File: config.mk
export PLATFORM = sky130hd
export DESIGN_NAME = dot_star_regex_matcher
export DESIGN_NICKNAME = d
export VERILOG_FILES = /design/src/design/dsrm_pkg.sv /design/src/design/dsrm_cell.sv /design/src/design/dot_star_regex_matcher.sv
export SDC_FILE = /design/constraint.sdc
export NUM_CORES = 1
export LEC_CHECK = 0
export CAP_MARGIN = 10
export CORE_ASPECT_RATIO = 0.6
export CORE_MARGIN = 5
export CORE_UTILIZATION = 44
export DETAILED_ROUTE_END_ITERATION = 16
export DONT_BUFFER_PORTS = 1
export PLACE_DENSITY = 0.68
export SETUP_SLACK_MARGIN = 0.05
export SYNTH_ARGS = -nofsm -noshare
export SYNTH_HDL_FRONTEND = slang
export SYNTH_HIERARCHICAL = 1
export SYNTH_SLANG_ARGS = --single-unit
File: constraint.sdc
create_clock -name clock -period 10.7 [get_ports clock]
set_input_delay 0 -clock clock [delete_from_list [all_inputs] [get_ports clock]]
set_output_delay 0 -clock clock [all_outputs]
set_load 0.005 [all_outputs]
File: src/design/dsrm_pkg.sv
// ----------------------------------------------------------------------------
// dsrm_pkg
// Shared constants, symbol codes, word layout types and helper functions
// for the dot-star pattern matcher.
// ----------------------------------------------------------------------------
package dsrm_pkg;

   localparam int MaxPattern = 16;
   localparam int RowWidth   = MaxPattern + 1;
   localparam int CountWidth = $clog2(MaxPattern + 1);
   localparam int IdxWidth   = $clog2(MaxPattern);
   localparam int SymWidth   = 5;
   localparam int ActWidth   = 2;
   localparam int ReqDataWidth = 8;
   localparam int RspDataWidth = 8;

   // symbol codes
   localparam logic [SymWidth-1:0] SYM_DOT  = SymWidth'(26);
   localparam logic [SymWidth-1:0] SYM_STAR = SymWidth'(27);

   // action codes
   localparam logic [ActWidth-1:0] ACT_CLEAR  = 2'd0;
   localparam logic [ActWidth-1:0] ACT_APPEND = 2'd1;
   localparam logic [ActWidth-1:0] ACT_START  = 2'd2;
   localparam logic [ActWidth-1:0] ACT_TEXT   = 2'd3;

   typedef logic [SymWidth-1:0]   sym_type;
   typedef logic [RowWidth-1:0]   row_type;
   typedef logic [CountWidth-1:0] count_type;

   // neighbor bits one column of the match row needs
   typedef struct packed {
      logic row_here;    // old row, this column
      logic row_left;    // old row, one column left
      logic adv_left1;   // new row, one column left
      logic adv_left2;   // new row, two columns left
      logic emp_left2;   // empty-text row, two columns left
   } dsrm_link_type;

   // pattern element accepts text symbol
   function automatic logic elem_accepts(input sym_type e, input sym_type t);
      logic ok;
      if (e == SYM_DOT) begin
         ok = 1'b1;
      end else if (e == SYM_STAR) begin
         ok = 1'b0;
      end else begin
         ok = (e == t);
      end
      return ok;
   endfunction

   // one bit per column that lies within a pattern of length n
   function automatic row_type col_mask(input count_type n);
      row_type m;
      for (int i = 0; i < RowWidth; i++) begin
         m[i] = (CountWidth'(i) <= n);
      end
      return m;
   endfunction

endpackage

File: src/design/dsrm_cell.sv
// ----------------------------------------------------------------------------
// dsrm_cell
// One column of the match row: next-row bit for a text symbol and the
// empty-text bit, from the pattern element at this column and its left.
// ----------------------------------------------------------------------------
module dsrm_cell (
   input  dsrm_pkg::sym_type       cur_sym,
   input  dsrm_pkg::sym_type       prev_sym,
   input  dsrm_pkg::sym_type       text_sym,
   input  logic                    has_prev,
   input  dsrm_pkg::dsrm_link_type link,
   output logic                    adv_bit,
   output logic                    emp_bit
);
   import dsrm_pkg::*;

   logic is_star;
   logic rep;

   assign is_star = (cur_sym == SYM_STAR);

   // star repeats the element on its left once more
   assign rep = elem_accepts(prev_sym, text_sym) & (link.row_here | link.adv_left1);

   always_comb begin
      if (is_star) begin
         // leading star matches nothing
         adv_bit = has_prev & (link.adv_left2 | rep);
         emp_bit = has_prev & link.emp_left2;
      end else begin
         adv_bit = link.row_left & elem_accepts(cur_sym, text_sym);
         emp_bit = 1'b0;
      end
   end

endmodule

File: src/design/dot_star_regex_matcher.sv
// ----------------------------------------------------------------------------
// dot_star_regex_matcher
// Whole-text matcher for patterns of letters, '.' and '*'.
// ----------------------------------------------------------------------------
// Usage: send words on the req_ stream; tuser carries the action (clear
// pattern, append pattern symbol, start new text, text symbol) and tdata the
// symbol. Every word returns exactly one rsp_ word: matched says whether the
// text since the last start/clear/append matches the whole loaded pattern,
// overflow flags an append dropped because the 16-entry store is full.
// Any pattern change restarts the text. A word is taken every cycle unless
// the rsp_ side stalls; each result passes the input register and then the
// result register, and the clock is set by the one-bit ripple across the 16
// columns of the match row plus the final column select.
// ----------------------------------------------------------------------------
module dot_star_regex_matcher (
   input  logic clock,
   input  logic reset,
   input  logic req_tvalid,
   output logic req_tready,
   input  logic [dsrm_pkg::ReqDataWidth-1:0] req_tdata,  // [4:0] symbol
   input  logic [dsrm_pkg::ActWidth-1:0]     req_tuser,  // [1:0] action
   output logic rsp_tvalid,
   input  logic rsp_tready,
   output logic [dsrm_pkg::RspDataWidth-1:0] rsp_tdata   // [0] matched, [1] overflow
);
   import dsrm_pkg::*;

   // input stage
   logic                s1_valid_ff, s1_valid_in;
   logic [ActWidth-1:0] act_ff;
   sym_type             sym_ff;
   logic                req_accept;
   logic                s1_advance;

   // result stage
   logic rsp_valid_ff;
   logic matched_ff, matched_in;
   logic ovf_ff, ovf_in;

   // block state
   sym_type   store_ff [MaxPattern];
   sym_type   store_view [MaxPattern];
   count_type count_ff, count_in;
   row_type   row_ff, row_in;

   logic    store_full;
   logic    store_we;
   row_type adv;
   row_type emp;

   // --- handshake ---------------------------------------------------------
   assign s1_advance = s1_valid_ff & (~rsp_valid_ff | rsp_tready);
   assign req_tready = ~s1_valid_ff | s1_advance;
   assign req_accept = req_tvalid & req_tready;
   assign s1_valid_in = req_accept | (s1_valid_ff & ~s1_advance);

   always_ff @(posedge clock) begin
      if (reset) begin
         s1_valid_ff <= 1'b0;
      end else begin
         s1_valid_ff <= s1_valid_in;
      end
   end

   always_ff @(posedge clock) begin
      if (req_accept) begin
         act_ff <= req_tuser;
         sym_ff <= req_tdata[SymWidth-1:0];
      end
   end

   // --- pattern count and overflow ----------------------------------------
   assign store_full = (count_ff == CountWidth'(MaxPattern));
   assign store_we   = (act_ff == ACT_APPEND) & ~store_full;

   always_comb begin
      count_in = count_ff;
      ovf_in   = 1'b0;
      case (act_ff)
         ACT_CLEAR: begin
            count_in = '0;
         end
         ACT_APPEND: begin
            if (store_full) begin
               ovf_in = 1'b1;
            end else begin
               count_in = count_ff + CountWidth'(1);
            end
         end
         default: begin
            count_in = count_ff;
         end
      endcase
   end

   // store as seen after this word's append
   always_comb begin
      for (int i = 0; i < MaxPattern; i++) begin
         store_view[i] = store_ff[i];
      end
      if (store_we) begin
         store_view[count_ff[IdxWidth-1:0]] = sym_ff;
      end
   end

   // --- match row columns -------------------------------------------------
   // column 0: empty pattern matches only empty text
   assign adv[0] = 1'b0;
   assign emp[0] = 1'b1;

   for (genvar c = 1; c < RowWidth; c++) begin : g_col
      dsrm_link_type link;
      if (c == 1) begin : g_first
         assign link = '{row_here: row_ff[c], row_left: row_ff[c-1],
                         adv_left1: adv[c-1], adv_left2: 1'b0, emp_left2: 1'b0};
         dsrm_cell u_cell (
            .cur_sym  (store_view[c-1]),
            .prev_sym ('0),
            .text_sym (sym_ff),
            .has_prev (1'b0),
            .link     (link),
            .adv_bit  (adv[c]),
            .emp_bit  (emp[c])
         );
      end else begin : g_rest
         assign link = '{row_here: row_ff[c], row_left: row_ff[c-1],
                         adv_left1: adv[c-1], adv_left2: adv[c-2],
                         emp_left2: emp[c-2]};
         dsrm_cell u_cell (
            .cur_sym  (store_view[c-1]),
            .prev_sym (store_view[c-2]),
            .text_sym (sym_ff),
            .has_prev (1'b1),
            .link     (link),
            .adv_bit  (adv[c]),
            .emp_bit  (emp[c])
         );
      end
   end

   // columns past the pattern end are cleared
   assign row_in     = ((act_ff == ACT_TEXT) ? adv : emp) & col_mask(count_in);
   assign matched_in = row_in[count_in];

   // --- state update ------------------------------------------------------
   always_ff @(posedge clock) begin
      if (reset) begin
         count_ff <= '0;
         row_ff   <= row_type'(1);
      end else if (s1_advance) begin
         count_ff <= count_in;
         row_ff   <= row_in;
      end
   end

   always_ff @(posedge clock) begin
      if (s1_advance && store_we) begin
         store_ff[count_ff[IdxWidth-1:0]] <= sym_ff;
      end
   end

   // --- result register ---------------------------------------------------
   always_ff @(posedge clock) begin
      if (reset) begin
         rsp_valid_ff <= 1'b0;
      end else if (s1_advance) begin
         rsp_valid_ff <= 1'b1;
      end else if (rsp_tready) begin
         rsp_valid_ff <= 1'b0;
      end
   end

   always_ff @(posedge clock) begin
      if (s1_advance) begin
         matched_ff <= matched_in;
         ovf_ff     <= ovf_in;
      end
   end

   assign rsp_tvalid = rsp_valid_ff;
   assign rsp_tdata  = {{(RspDataWidth-2){1'b0}}, ovf_ff, matched_ff};

   // --- checks ------------------------------------------------------------
   // a pending result agrees with the state it left behind
   a_matched_state: assert property (@(posedge clock) disable iff (reset)
      rsp_valid_ff |-> matched_ff == row_ff[count_ff])
      else $error("matched bit disagrees with match row");

   a_ovf_full: assert property (@(posedge clock) disable iff (reset)
      rsp_valid_ff && ovf_ff |-> count_ff == CountWidth'(MaxPattern))
      else $error("overflow reported with room in store");

   a_row_tail: assert property (@(posedge clock) disable iff (reset)
      (row_ff & ~col_mask(count_ff)) == '0)
      else $error("match row bit set past pattern end");

   // text words clear column 0, every other word restarts it
   a_row_origin: assert property (@(posedge clock) disable iff (reset)
      s1_advance |=> row_ff[0] == ($past(act_ff) != ACT_TEXT))
      else $error("column 0 of match row wrong");

endmodule
**After elaboration in Yosys (flattened, before gate mapping)**

Memories as Yosys holds them, arrays and structs flattened.
Cells that the tools add are included.
Widths: inputs -> output; s select.

- Bits in registers: 33
- Bits in writable memories: 80
- Input port bits: 14
- Logic and storage cells: 258
- Memories: 1

Memory list:

| name | words | width | read ports | clocked after memory_dff | wr ports | RTL line | RTL |
|---|---|---|---|---|---|---|---|
| store_ff | 16 | 5 | 16 | 0 | 1 | dot_star_regex_matcher.sv:41 | `sym_type store_ff [MaxPattern];` |

- $add $sub $neg: 1
- Order comparisons: 20
- Equal/unequal tests: 51
- Mux-type cells: 100
- Bitwise operators: 73
- Reduce and logical (&&, ||, !) cells: 4

Operator list:

| kind | count |
|---|---|
| $eq 5x5->1 const B | 33 |
| $mux 1 | 92 |
| $bwmux 80 | 1 |
| $eq 5x5->1 | 16 |
| $mux 80 | 1 |
| $le 4x5->1 const A | 8 |
| $and 1x1->1 | 35 |
| $or 1x1->1 | 32 |
| $demux 5 s4 | 1 |
| $le 3x5->1 const A | 4 |
| $and 17x17->17 | 1 |
| $mux 17 | 1 |
| $le 1x5->1 const A | 2 |
| $le 2x5->1 const A | 2 |
| $mux 5 | 2 |
| $pmux 5 s2 | 1 |
| $lt 5x6->1 const B | 1 |
| $add 5x1->5 const B | 1 |
| $bmux 1 s5 | 1 |
| $ge 5x5->1 const B | 1 |
| $le 5x5->1 const A | 1 |
| $lt 5x1->1 const B | 1 |
| $not 4->5 | 1 |
| $not 1->1 | 4 |
| other kinds (5) | 6 |

**Depth between registers and ports, before layout**

- Depth after elaboration: 75
- Depth in mapped cells: 48
- Mapped depth without buffers: 46

**Hierarchy**

The synthesis kept the hierarchy.

Modules (own cells, without submodules):

| module | times used | cells an instance | area each (µm²) | sequential area each (µm²) |
|---|---|---|---|---|
| dot_star_regex_matcher | 1 | 497 | 5809.3 | 3153.0 |
| dsrm_cell | 16 | 24 | 170.2 | 0.0 |

**Worst setup path before layout**

OpenSTA, ideal clock, no wires.

- Path type: register to register
- From: reg count_ff[0]
- To: reg matched_ff (data pin)
- Arrival time: 9241 ps
- Data required time: 10553 ps
- Slack: 1312 ps
- Stages on the path, launching flop included: 49
- Period minus slack after synthesis: 9388 ps
- Cells stage by stage: dfxtp_1 buf_4 inv_1 ha_1 and4bb_1 buf_6 nor4_1 nand2_1 mux2_2 xnor2_1 nand4_1 o21a_1 o22ai_1 o2bb2ai_1 o31ai_1 o2bb2ai_1 o31ai_1 o2bb2ai_1 (+13 left out) o2bb2ai_1 o31ai_1 o2bb2ai_1 o31ai_1 o2bb2ai_1 o31ai_1 o2bb2ai_1 o31ai_1 o2bb2ai_1 o31ai_1 o2bb2ai_1 mux2i_1 a31oi_1 o21ai_0 a211o_1 o21a_1 o41a_1 o21ai_1

RTL lines:

| item | RTL line | RTL |
|---|---|---|
| from (decl) | dot_star_regex_matcher.sv:43 | `count_type count_ff, count_in;` |
| from (signal assigned) | dot_star_regex_matcher.sv:151 | `count_ff <= count_in;` |
| to (signal assigned) | dot_star_regex_matcher.sv:175 | `matched_ff <= matched_in;` |
| to (decl) | dot_star_regex_matcher.sv:37 | `logic matched_ff, matched_in;` |

==> metrics.txt <==
crit-path max cell delay=about 400 ps; Clock Latency Late Sink=between 400 and 500 ps; Total Die Area=22400 um2; # rows=39; crit-path max FO=7; layout cell share with drive strength beyond 1=17.3%; synthesis-to-finish area growth=14.5%; top-area cell type share of the netlist area=31.3%; Non-Filler Instances=1193; critical path arrival=between 10000 and 15000 ps; Multi-input gate area=5420 um2; antenna violations before repair=0; Setup CP Type=register to register; largest area contributor in the synthesized netlist=edfxtp_1; Worst path slowest cell=dfxtp_2; wire per inst=18.5 um; detailed placement HPWL=14900 um; fin. max-slew vios=0; Reg clk slew, reported paths=50 ps; GRT Overall Usage=19.5%; internal power=approximately 0.89 mW; R2R setup slack=600 ps; Met1 Wirelength=11400 um; synthesized flop and latch total=between 100 and 150; Final nets=951; # port buffers=0; Flop pwr share=40.6%; Comb pwr share=between 10% and 20%; Syn Area/Cell=9.68 um2; Unique masters post-synth=63; clock share of power=47.2%; Num CTS Buffers=17; CP required=around 11000 ps; Fillers=between 1500 and 2000; Die H=approximately 120 um; PD cells=122 nW/um2; cell area after synthesis=8530 um2; post-route ant nets=0; Iter 0 DRT Violations=710; relative slew slack=24.3%; Sw Pwr=slightly above 0.3 mW; worst clock skew=roughly 11 ps; maximum clock rate=99.0 MHz; Sw Share=25.3%; status=finished clean; leakage power=between 3 and 4 nW; Die Wd=190 um; vias in the first global route=6446; Critical Path End Type=register; Seq/Total Area, Yosys=approximately 37%; final setup vio count=0; Initial Utilization=44.8%; First-pass DRT Iterations=5; CP Launch Type=register; Detailed Route WL=about 22000 um; Hold Path Class=input port to register; Routed met2 length=8700 um; # clock sinks=113; final hold slack=about 220 ps; Most common cell on crit path=o2bb2ai_2; Final Wtd Congestion=0.900; first-pass GRT wire length=35600 um; Slew @ Worst Pin=between 1000 and 1500 ps; H-tree Lvls=4; fin crit period=10100 ps; Ys Warns=6; MaxCap Viol Count=0; CTS tree=done; Synth area leaders=edfxtp_1 (31%), mux2_2 (11%), xnor2_1 (6.6%); routed vias/inst=5.97; Highest Signal Layer=met4; met3 WL post-DR=1720 um; number of synthesized flops with an enable pin=89; I/O pin count=24; Overflow after GRT=0; Async SR Flop Fraction=0%; Final Cycle Share=94.4%; pin count of the biggest net entering global routing=55; Cells after DPL=1149; DR vias=7117; Post-synth top flop=edfxtp_1; synthesized instance count=881; Max VDD drop=around 0.11 mV; Hold Violations, Final=0; storage element area=3150 um2; Post-route DRC=0; clock root buffer=clkbuf_16; Clock Path Buffers=2; CORE AREA=19000 um2
## cell usage in the layout (no fill, tap or decap), types with 4 or more instances in the layout
cell | Yosys | layout
nor2_1 | 90 | 90
edfxtp_1 | 89 | 89
mux2_2 | 82 | 82
nand2_1 | 66 | 65
xnor2_1 | 64 | 64
xor2_1 | 64 | 64
conb_1 | 2 | 40
nand3_1 | 37 | 37
nand4b_1 | 32 | 32
a21oi_1 | 26 | 26
buf_4 | 11 | 25
a211oi_1 | 24 | 24
dfxtp_1 | 24 | 23
nor4_1 | 22 | 21
and2_1 | 19 | 19
o21a_1 | 19 | 19
nand4_1 | 18 | 18
o21ai_1 | 18 | 18
o22ai_1 | 18 | 18
clkbuf_16 | 0 | 17
mux2i_1 | 13 | 13
o2bb2ai_2 | 0 | 10
dlygate4sd3_1 | 0 | 10
nor3_1 | 9 | 9
o31ai_2 | 0 | 9
o31ai_1 | 17 | 8
o2bb2ai_1 | 17 | 7
o21ai_0 | 7 | 7
nor2b_1 | 5 | 5
clkinv_2 | 0 | 5
nor3b_1 | 4 | 4
a221oi_1 | 4 | 4
ha_1 | 4 | 4
## sequential cells by signal, indices dropped and copies added, names as in the netlist
signal	flops
count_ff	5
matched_ff	1
s1_valid_ff	1
row_ff	17
ovf_ff	1
store_ff	80
sym_ff	5
act_ff	2
rsp_tvalid	1
## per-layer routing
layer | vias up | GRT usage, %
met3 | 22 | 5.36
met2 | 261 | 25.6
met1 | 3428 | 31.3
li1 | 3406 | -
met5 | - | 0
met4 | 0 | 4.02
## worst max-delay path: cells and delay by family (launching register included)
family,cells,cell delay [ps]
XOR/XNOR,1,140
adder cells (fa/ha/maj),1,220
flip-flops,1,390
multiplexers,1,350
AO/OA/AOI/OAI,36,7440
buffers and inverters,2,270
AND/OR/NAND/NOR,5,1010
## cell type report
| type | instances | area share (%) |
|---|---|---|
| antenna | 1 | 0.0256 |
| clock buffer | 20 | 4.47 |
| clock inverter | 12 | 1.45 |
| inverter | 4 | 0.154 |
| multi-input combinational | 762 | 55.5 |
| sequential | 113 | 32.3 |
| tap | 246 | 3.15 |
| timing repair buffer | 35 | 2.95 |
## power by group through the flow
stage,registers [mW],clock network [mW],logic [mW]
3_5_place_dp,0.494,0,0.136
6_report,0.485,0.564,0.146
2_1_floorplan,0.506,0,0.0937
5_1_grt,0.485,0.594,0.159
3_3_place_gp,0.494,0,0.134
4_1_cts,0.485,0.569,0.142
## through the flow
step / worst slack (ps) / total power, mW / TNS, ps / instance area [um2] / util, %
after global routing: -132 / 1.24 / -132 / 9770 / 51.3
after global placement: 640 / 0.628 / 0 / 8950 / 47.1
after CTS: 154 / 1.20 / 0 / 9650 / 50.7
after detailed placement: -101 / 0.630 / -101 / 8950 / 47.1
final: 595 / 1.20 / 0 / 9770 / 51.3
after floorplan: 1310 / 0.599 / 0 / 8670 / -
## Yosys cell counts (5+ instances only)
cell and number:
nand3_1 37, o31ai_1 17, nor2_1 90, xnor2_1 64, and2_1 19, o2bb2ai_1 17, mux2_2 82, mux2i_1 13
dfxtp_1 24, nor3_1 9, clkbuf_1 18, nand4_1 18, o21ai_0 7, buf_4 11, nor4_1 22, a211oi_1 24
nor2b_1 5, buf_2 9, o21a_1 19, o22ai_1 18, nand2_1 66, xor2_1 64, o21ai_1 18, edfxtp_1 89
nand4b_1 32, a21oi_1 26
## cells by family after synthesis
family | synth area share, %
adders and majority gates | 0.587
AOI/OAI and AO/OA | 14.7
buffers and inverters | 2.64
and+or+nand+nor | 19.2
DFF | 37.0
other | 0.0880
muxes | 12.3
xor gates and xnor gates | 13.5
## repair_timing
action	4_1_cts	5_1_grt
pin swaps	0	4
endpoints found under the setup margin	1	4
cloned	0	0
gates resized for setup	2	21
endpoints found under the hold margin	38	0
setup buffers	0	1
hold buffers	10	0
## worst paths after layout
path | startpoint | end | depth (start not counted)
worst max-delay path | count_ff[1] | matched_ff | 46
worst min-delay path | req_tdata[4] | sym_ff[4] | 1
worst max register to register | count_ff[1] | matched_ff | 46
worst min register to register | row_ff[16] | row_ff[16] | 2
Note: power is estimated with default switching activity, not from simulation.
